===== config.mk =====
export PLATFORM = sky130hd
export DESIGN_NAME = mnsm_div
export DESIGN_NICKNAME = d
export VERILOG_FILES = /design/src/rtl/core/mnsm_pkg.sv /design/src/rtl/core/mnsm_div.sv
export SDC_FILE = /design/constraint.sdc
export NUM_CORES = 1
export LEC_CHECK = 0
export BUFFER_PORTS_ARGS = -buffer_cell sky130_fd_sc_hd__buf_2
export CAP_MARGIN = 0
export CELL_PAD_IN_SITES_DETAIL_PLACEMENT = 1
export CELL_PAD_IN_SITES_GLOBAL_PLACEMENT = 2
export CORE_MARGIN = 2
export CORE_UTILIZATION = 32
export CTS_CLUSTER_DIAMETER = 200
export DETAILED_ROUTE_END_ITERATION = 10
export PLACE_DENSITY = 0.86
export SYNTH_ARGS = -nofsm -noshare
export SYNTH_HDL_FRONTEND = slang
export SYNTH_SLANG_ARGS = --single-unit

===== constraint.sdc =====
create_clock -name clk_i -period 2.3 [get_ports clk_i]
set_input_delay 0.23 -clock clk_i [delete_from_list [all_inputs] [get_ports clk_i]]
set_output_delay 0.23 -clock clk_i [all_outputs]
set_load 0.02 [all_outputs]

===== src/rtl/core/mnsm_pkg.sv =====
// Shared types and constants for the mutual nearest signature match core.
// No dependencies; imported by mnsm_div and the top level.
package mnsm_pkg;

  localparam int unsigned MAX_TIPS = 16;
  localparam int unsigned MAX_DIM  = 64;
  localparam int unsigned RESULT_LIMIT = 16;

  localparam int unsigned TIP_W   = $clog2(MAX_TIPS);
  localparam int unsigned ELEM_W  = $clog2(MAX_DIM);
  localparam int unsigned ADDR_W  = TIP_W + ELEM_W;
  localparam int unsigned DEPTH   = MAX_TIPS * MAX_DIM;
  localparam int unsigned CNT_W   = 5;
  localparam int unsigned LEN_W   = 7;
  localparam int unsigned SIG_W   = 32;
  localparam int unsigned FRAC_W  = 16;
  localparam int unsigned QUO_W   = SIG_W + FRAC_W;
  localparam int unsigned SUM_W   = 64;
  localparam int unsigned STEP_W  = $clog2(QUO_W + 1);

  // operation codes
  localparam logic OP_LOAD = 1'b0;
  localparam logic OP_RUN  = 1'b1;
  // set select codes
  localparam logic SET_A = 1'b0;
  localparam logic SET_B = 1'b1;

  // register indexes on the APB port
  localparam logic [1:0] REG_TIP_COUNT_A = 2'd0;
  localparam logic [1:0] REG_TIP_COUNT_B = 2'd1;
  localparam logic [1:0] REG_SIG_LENGTH  = 2'd2;

  typedef struct packed {
    logic              operation;
    logic              set_select;
    logic [3:0]        tip_index;
    logic [5:0]        element_index;
    logic [SIG_W-1:0]  signature_value;
    logic              tip_is_pair;
  } mnsm_in_t;

  typedef struct packed {
    logic       match_valid;
    logic [3:0] index_a;
    logic [3:0] index_b;
    logic       match_is_pair;
    logic       last;
  } mnsm_out_t;

endpackage


===== src/rtl/core/mnsm_div.sv =====
// Restoring divider, one quotient bit per cycle: (diff << 16) / divisor.
// Depends on mnsm_pkg.
module mnsm_div (
  input  logic                        clk_i,
  input  logic                        rst_ni,
  input  logic                        start_i,
  input  logic [mnsm_pkg::QUO_W-1:0]  dividend_i,
  input  logic [mnsm_pkg::SIG_W-1:0]  divisor_i,
  output logic                        busy_o,
  output logic                        done_o,
  output logic [mnsm_pkg::QUO_W-1:0]  quotient_o
);
  import mnsm_pkg::*;

  logic              busy_q, busy_d;
  logic              done_q, done_d;
  logic [STEP_W-1:0] cnt_q, cnt_d;
  logic [QUO_W-1:0]  quo_q, quo_d;
  logic [SIG_W-1:0]  rem_q, rem_d;
  logic [SIG_W-1:0]  div_q, div_d;
  logic [SIG_W:0]    part;
  logic              qbit;

  // one restoring step
  assign part = {rem_q, quo_q[QUO_W-1]};
  assign qbit = (part >= {1'b0, div_q});

  always_comb begin
    busy_d = busy_q;
    done_d = 1'b0;
    cnt_d  = cnt_q;
    quo_d  = quo_q;
    rem_d  = rem_q;
    div_d  = div_q;
    if (start_i) begin
      busy_d = 1'b1;
      cnt_d  = STEP_W'(QUO_W);
      quo_d  = dividend_i;
      rem_d  = '0;
      div_d  = divisor_i;
    end else if (busy_q) begin
      rem_d = qbit ? SIG_W'(part - {1'b0, div_q}) : part[SIG_W-1:0];
      quo_d = {quo_q[QUO_W-2:0], qbit};
      cnt_d = cnt_q - STEP_W'(1);
      if (cnt_q == STEP_W'(1)) begin
        busy_d = 1'b0;
        done_d = 1'b1;
      end
    end
  end

  always_ff @(posedge clk_i or negedge rst_ni) begin
    if (!rst_ni) begin
      busy_q <= 1'b0;
      done_q <= 1'b0;
      cnt_q  <= '0;
    end else begin
      busy_q <= busy_d;
      done_q <= done_d;
      cnt_q  <= cnt_d;
    end
  end

  always_ff @(posedge clk_i) begin
    quo_q <= quo_d;
    rem_q <= rem_d;
    div_q <= div_d;
  end

  assign busy_o     = busy_q;
  assign done_o     = done_q;
  assign quotient_o = quo_q;

  // remainder stays below the divisor while stepping
  assert property (@(posedge clk_i) disable iff (!rst_ni)
    busy_q && !start_i |=> rem_q < div_q)
    else $error("divider remainder out of range");

  // done is a single pulse after the last step
  assert property (@(posedge clk_i) disable iff (!rst_ni)
    done_q |-> !busy_q)
    else $error("divider done while still busy");

  // no restart while a division runs
  assert property (@(posedge clk_i) disable iff (!rst_ni)
    busy_q |-> !start_i)
    else $error("divider restarted while busy");

endmodule


==> summary.txt <==
core area: 0.0217 sq mm
WHS Path Cells: 2
Netlist cell types: 70
Worst EP arrival: 2.91 ns
LEAKAGE: 0.00464 uW
DR vias: 6596
CTS root buf: clkbuf_16
maxcap violations: 0
Die H: 152 um
Net Sw Frac: 36.3%
post-DR wirelength/cell: 18.9 um
Chip Width: 152 um
Hold Vio Cnt, Final: 0
most common cell after layout, fill and taps aside: buf_4
YS warnings: 0
worst r2r dst: rem_q[28]
placed insts: 1205
Detailed Routing Iterations Pass 1: 4
failing checks: negative setup slack
Slew HR: 43.5%
clk_lat worst skew: 0.44 ns
nature of the critical path startpoint: register
GPL Wtd Cong: 0.898
area grow syn2layout: 53.1%
number of flops mapped to enable cells by yosys: 80
area post-placement: 0.00913 sq mm
drt drc: 0
clock share of power: 26.7%
cell-internal power: 6270 uW
sequential share of the synthesized area: 46.1%
cell area after layout: 0.0108 sq mm
share of layout cells above drive strength 1: 50.5%
GRT Overall Usage: 20.9%
average size of a mapped cell: 10.3 sq um
largest net degree at the start of global routing: 30
initial core utilization: 32.4%
Final period util: 111%
Setup Total Neg Slack: -5.99 ns
Crit Path Max Fanout: 4
# IOs: 133
WHS: 0.0876 ns
Final nets: 1105
Port Buffers: 132
reg2reg path depth: 10
Post-Layout Cell Count: 1279
vias in the first global route: 7345
Inserted Clock Buffers: 17
Highest Clock Rate: 390 MHz
die area: 0.0232 sq mm
setup ws final: -0.263 ns
Slew Limit Fails: 0
GRT overflow: 0
post-DP HPWL: 17.2 mm
vias per inst: 5.16
Mapped Area: 0.00703 sq mm
R2R Path Start: div_q[0]
PwrDens: 915 mW/mm^2
Seq pwr share: 29.1%
Post-DRT Antenna Nets: 0
Seq cells post-synth: 120
Top FF cell, synth: edfxtp_1
Slew @ Worst Pin: 0.847 ns
post-synth net total: 799
Hold EP: quotient_o[25]
WP data required: 2.65 ns
crit end category: register
ys async rst share: 6.67%
commonest non-fill, non-tap cells in the layout: buf_4, buf_2, edfxtp_1, nor2_1, mux2_2
HP Class: primary input to register
Post-Route WL: 24.1 mm
initial DRC count: 210
# diodes: 0
CTS H-tree depth: 4
Final Setup Violations: 33
Row Count: 54
first-pass GRT wire length: 38.5 mm
clk_skew: 0.0142 ns
reg2reg setup slack: -0.26 ns
unrepaired setup endpoints after global routing: yes
initial antenna violation count: 1
hold path start: dividend_i[25]
worst IR drop on VDD: 0.000472 V
Syn Inst Count: 681
outcome: complete, but fails checks
NetSw: 3580 uW
TritonCTS clock tree: yes
Clk pin slew, worst setup/hold paths: 0.07 ns
fin crit period: 2.56 ns
Util after Layout: 49.7%
Comb power frac: 44.2%
worst setup path class: register to register
CTS max path bufs: 2
CTS Sinks: 120
routing by layer:
| metal | GRT usage [%] | vias up | share of wire (%) |
|---|---|---|---|
| met5 | 0 | - | 0 |
| met1 | 24.0 | 3256 | 42 |
| met2 | 37.1 | 154 | 51 |
| met3 | 6.66 | 27 | 5.5 |
| li1 | - | 3159 | - |
| met4 | 6.14 | 0 | 1.7 |
power groups by stage:
stage | clock network, uW | registers [uW] | logic [uW]
after floorplan | 0 | 2960 | 1970
after global placement | 0 | 2850 | 3540
after detailed placement | 0 | 2860 | 3630
after CTS | 2710 | 2860 | 4020
after global routing | 2800 | 2910 | 4700
final | 2630 | 2860 | 4350
how the worst max path moves through the flow:
stage | from | to | slack (ns)
2_1_floorplan | div_q[26] | rem_q[16] | -0.12
3_3_place_gp | div_q[26] | rem_q[19] | -0.52
3_5_place_dp | div_q[26] | rem_q[19] | -0.57
4_1_cts | div_q[26] | rem_q[28] | -0.28
5_1_grt | div_q[12] | rem_q[17] | -0.34
6_report | div_q[0] | rem_q[28] | -0.26
sequential cells by signal, summed over array words and instances (netlist names):
signal	flops
done_o	1
rem_q	32
busy_o	1
div_q	32
quotient_o	48
cnt_q	6
cell type report:
type,instances,area [sq um]
tap,280,350
clock inverter,14,139
timing repair buffer,326,2270
fill,2409,10900
sequential,120,3250
inverter,47,180
multi-input combinational,475,4160
clock buffer,17,425
kinds of logic after synthesis:
logic type / Yosys count / synth area share, %
and+or+nand+nor: 200 / 13.8
AOI/OAI and AO/OA: 169 / 17.9
DFF: 120 / 46.1
buffers and inverters: 86 / 5.25
muxes: 48 / 7.67
adders and majority gates: 35 / 6.33
xor gates and xnor gates: 23 / 2.86
Yosys cell counts (2+ instances only):
cell type	number	area, sq um
nand4_1	14	87.6
a21o_1	13	97.6
o2111ai_1	6	52.6
a31oi_1	3	18.8
a311oi_2	6	90.1
ha_1	34	425
a21oi_2	4	35.0
nor4_1	4	25.0
and3_1	3	18.8
o21ai_1	8	40.0
dfxtp_1	32	641
o31ai_1	4	30.0
o211a_1	2	20.0
o311ai_0	6	52.6
edfxtp_1	80	2400
a211oi_1	2	15.0
xor2_1	7	61.3
nand2_1	45	169
a21boi_0	2	15.0
o21bai_1	3	22.5
nor2_1	51	191
a311o_1	2	20.0
buf_6	4	45.0
a21oi_1	36	180
o211ai_1	12	90.1
nand3_1	30	150
nand2b_1	8	50.1
clkbuf_1	19	71.3
a311oi_1	11	96.3
o41ai_2	2	32.5
buf_2	10	50.1
xnor2_1	16	140
inv_1	47	176
or4_1	2	15.0
or2_2	5	31.3
and2_1	3	18.8
nor3_1	19	95.1
or3_1	4	25.0
dfrtp_1	8	200
o21a_1	6	45.0
mux2_2	47	529
a32oi_1	3	26.3
nor2b_1	5	31.3
o21ai_0	23	115
buf_1	5	18.8
per-stage QoR:
step	total power, uW	worst slack [ns]
final	9850	-0.263
after global routing	10400	-0.337
after CTS	9600	-0.283
after detailed placement	6490	-0.570
after global placement	6400	-0.517
after floorplan	4930	-0.117
worst max-delay path, cell delays in order (launching register included):
cell and delay, ns:
edfxtp_1 0.41, ha_4 0.19, fa_2 0.36, nor2b_2 0.21, o31ai_4 0.11, nand2_2 0.12
a31oi_4 0.15, o311ai_4 0.33, a21o_1 0.16, o211ai_1 0.15, a311oi_2 0.30
repair_timing:
action | CTS | global route
gates resized for setup | 71 | 55
hold buffers | 33 | 0
buffers inserted | 7 | 3
endpoints found under the setup margin | 33 | 33
cloned | 1 | 0
pin swaps | 20 | 37
endpoints found under the hold margin | 40 | 0
Power figures use the tool's default switching activity.
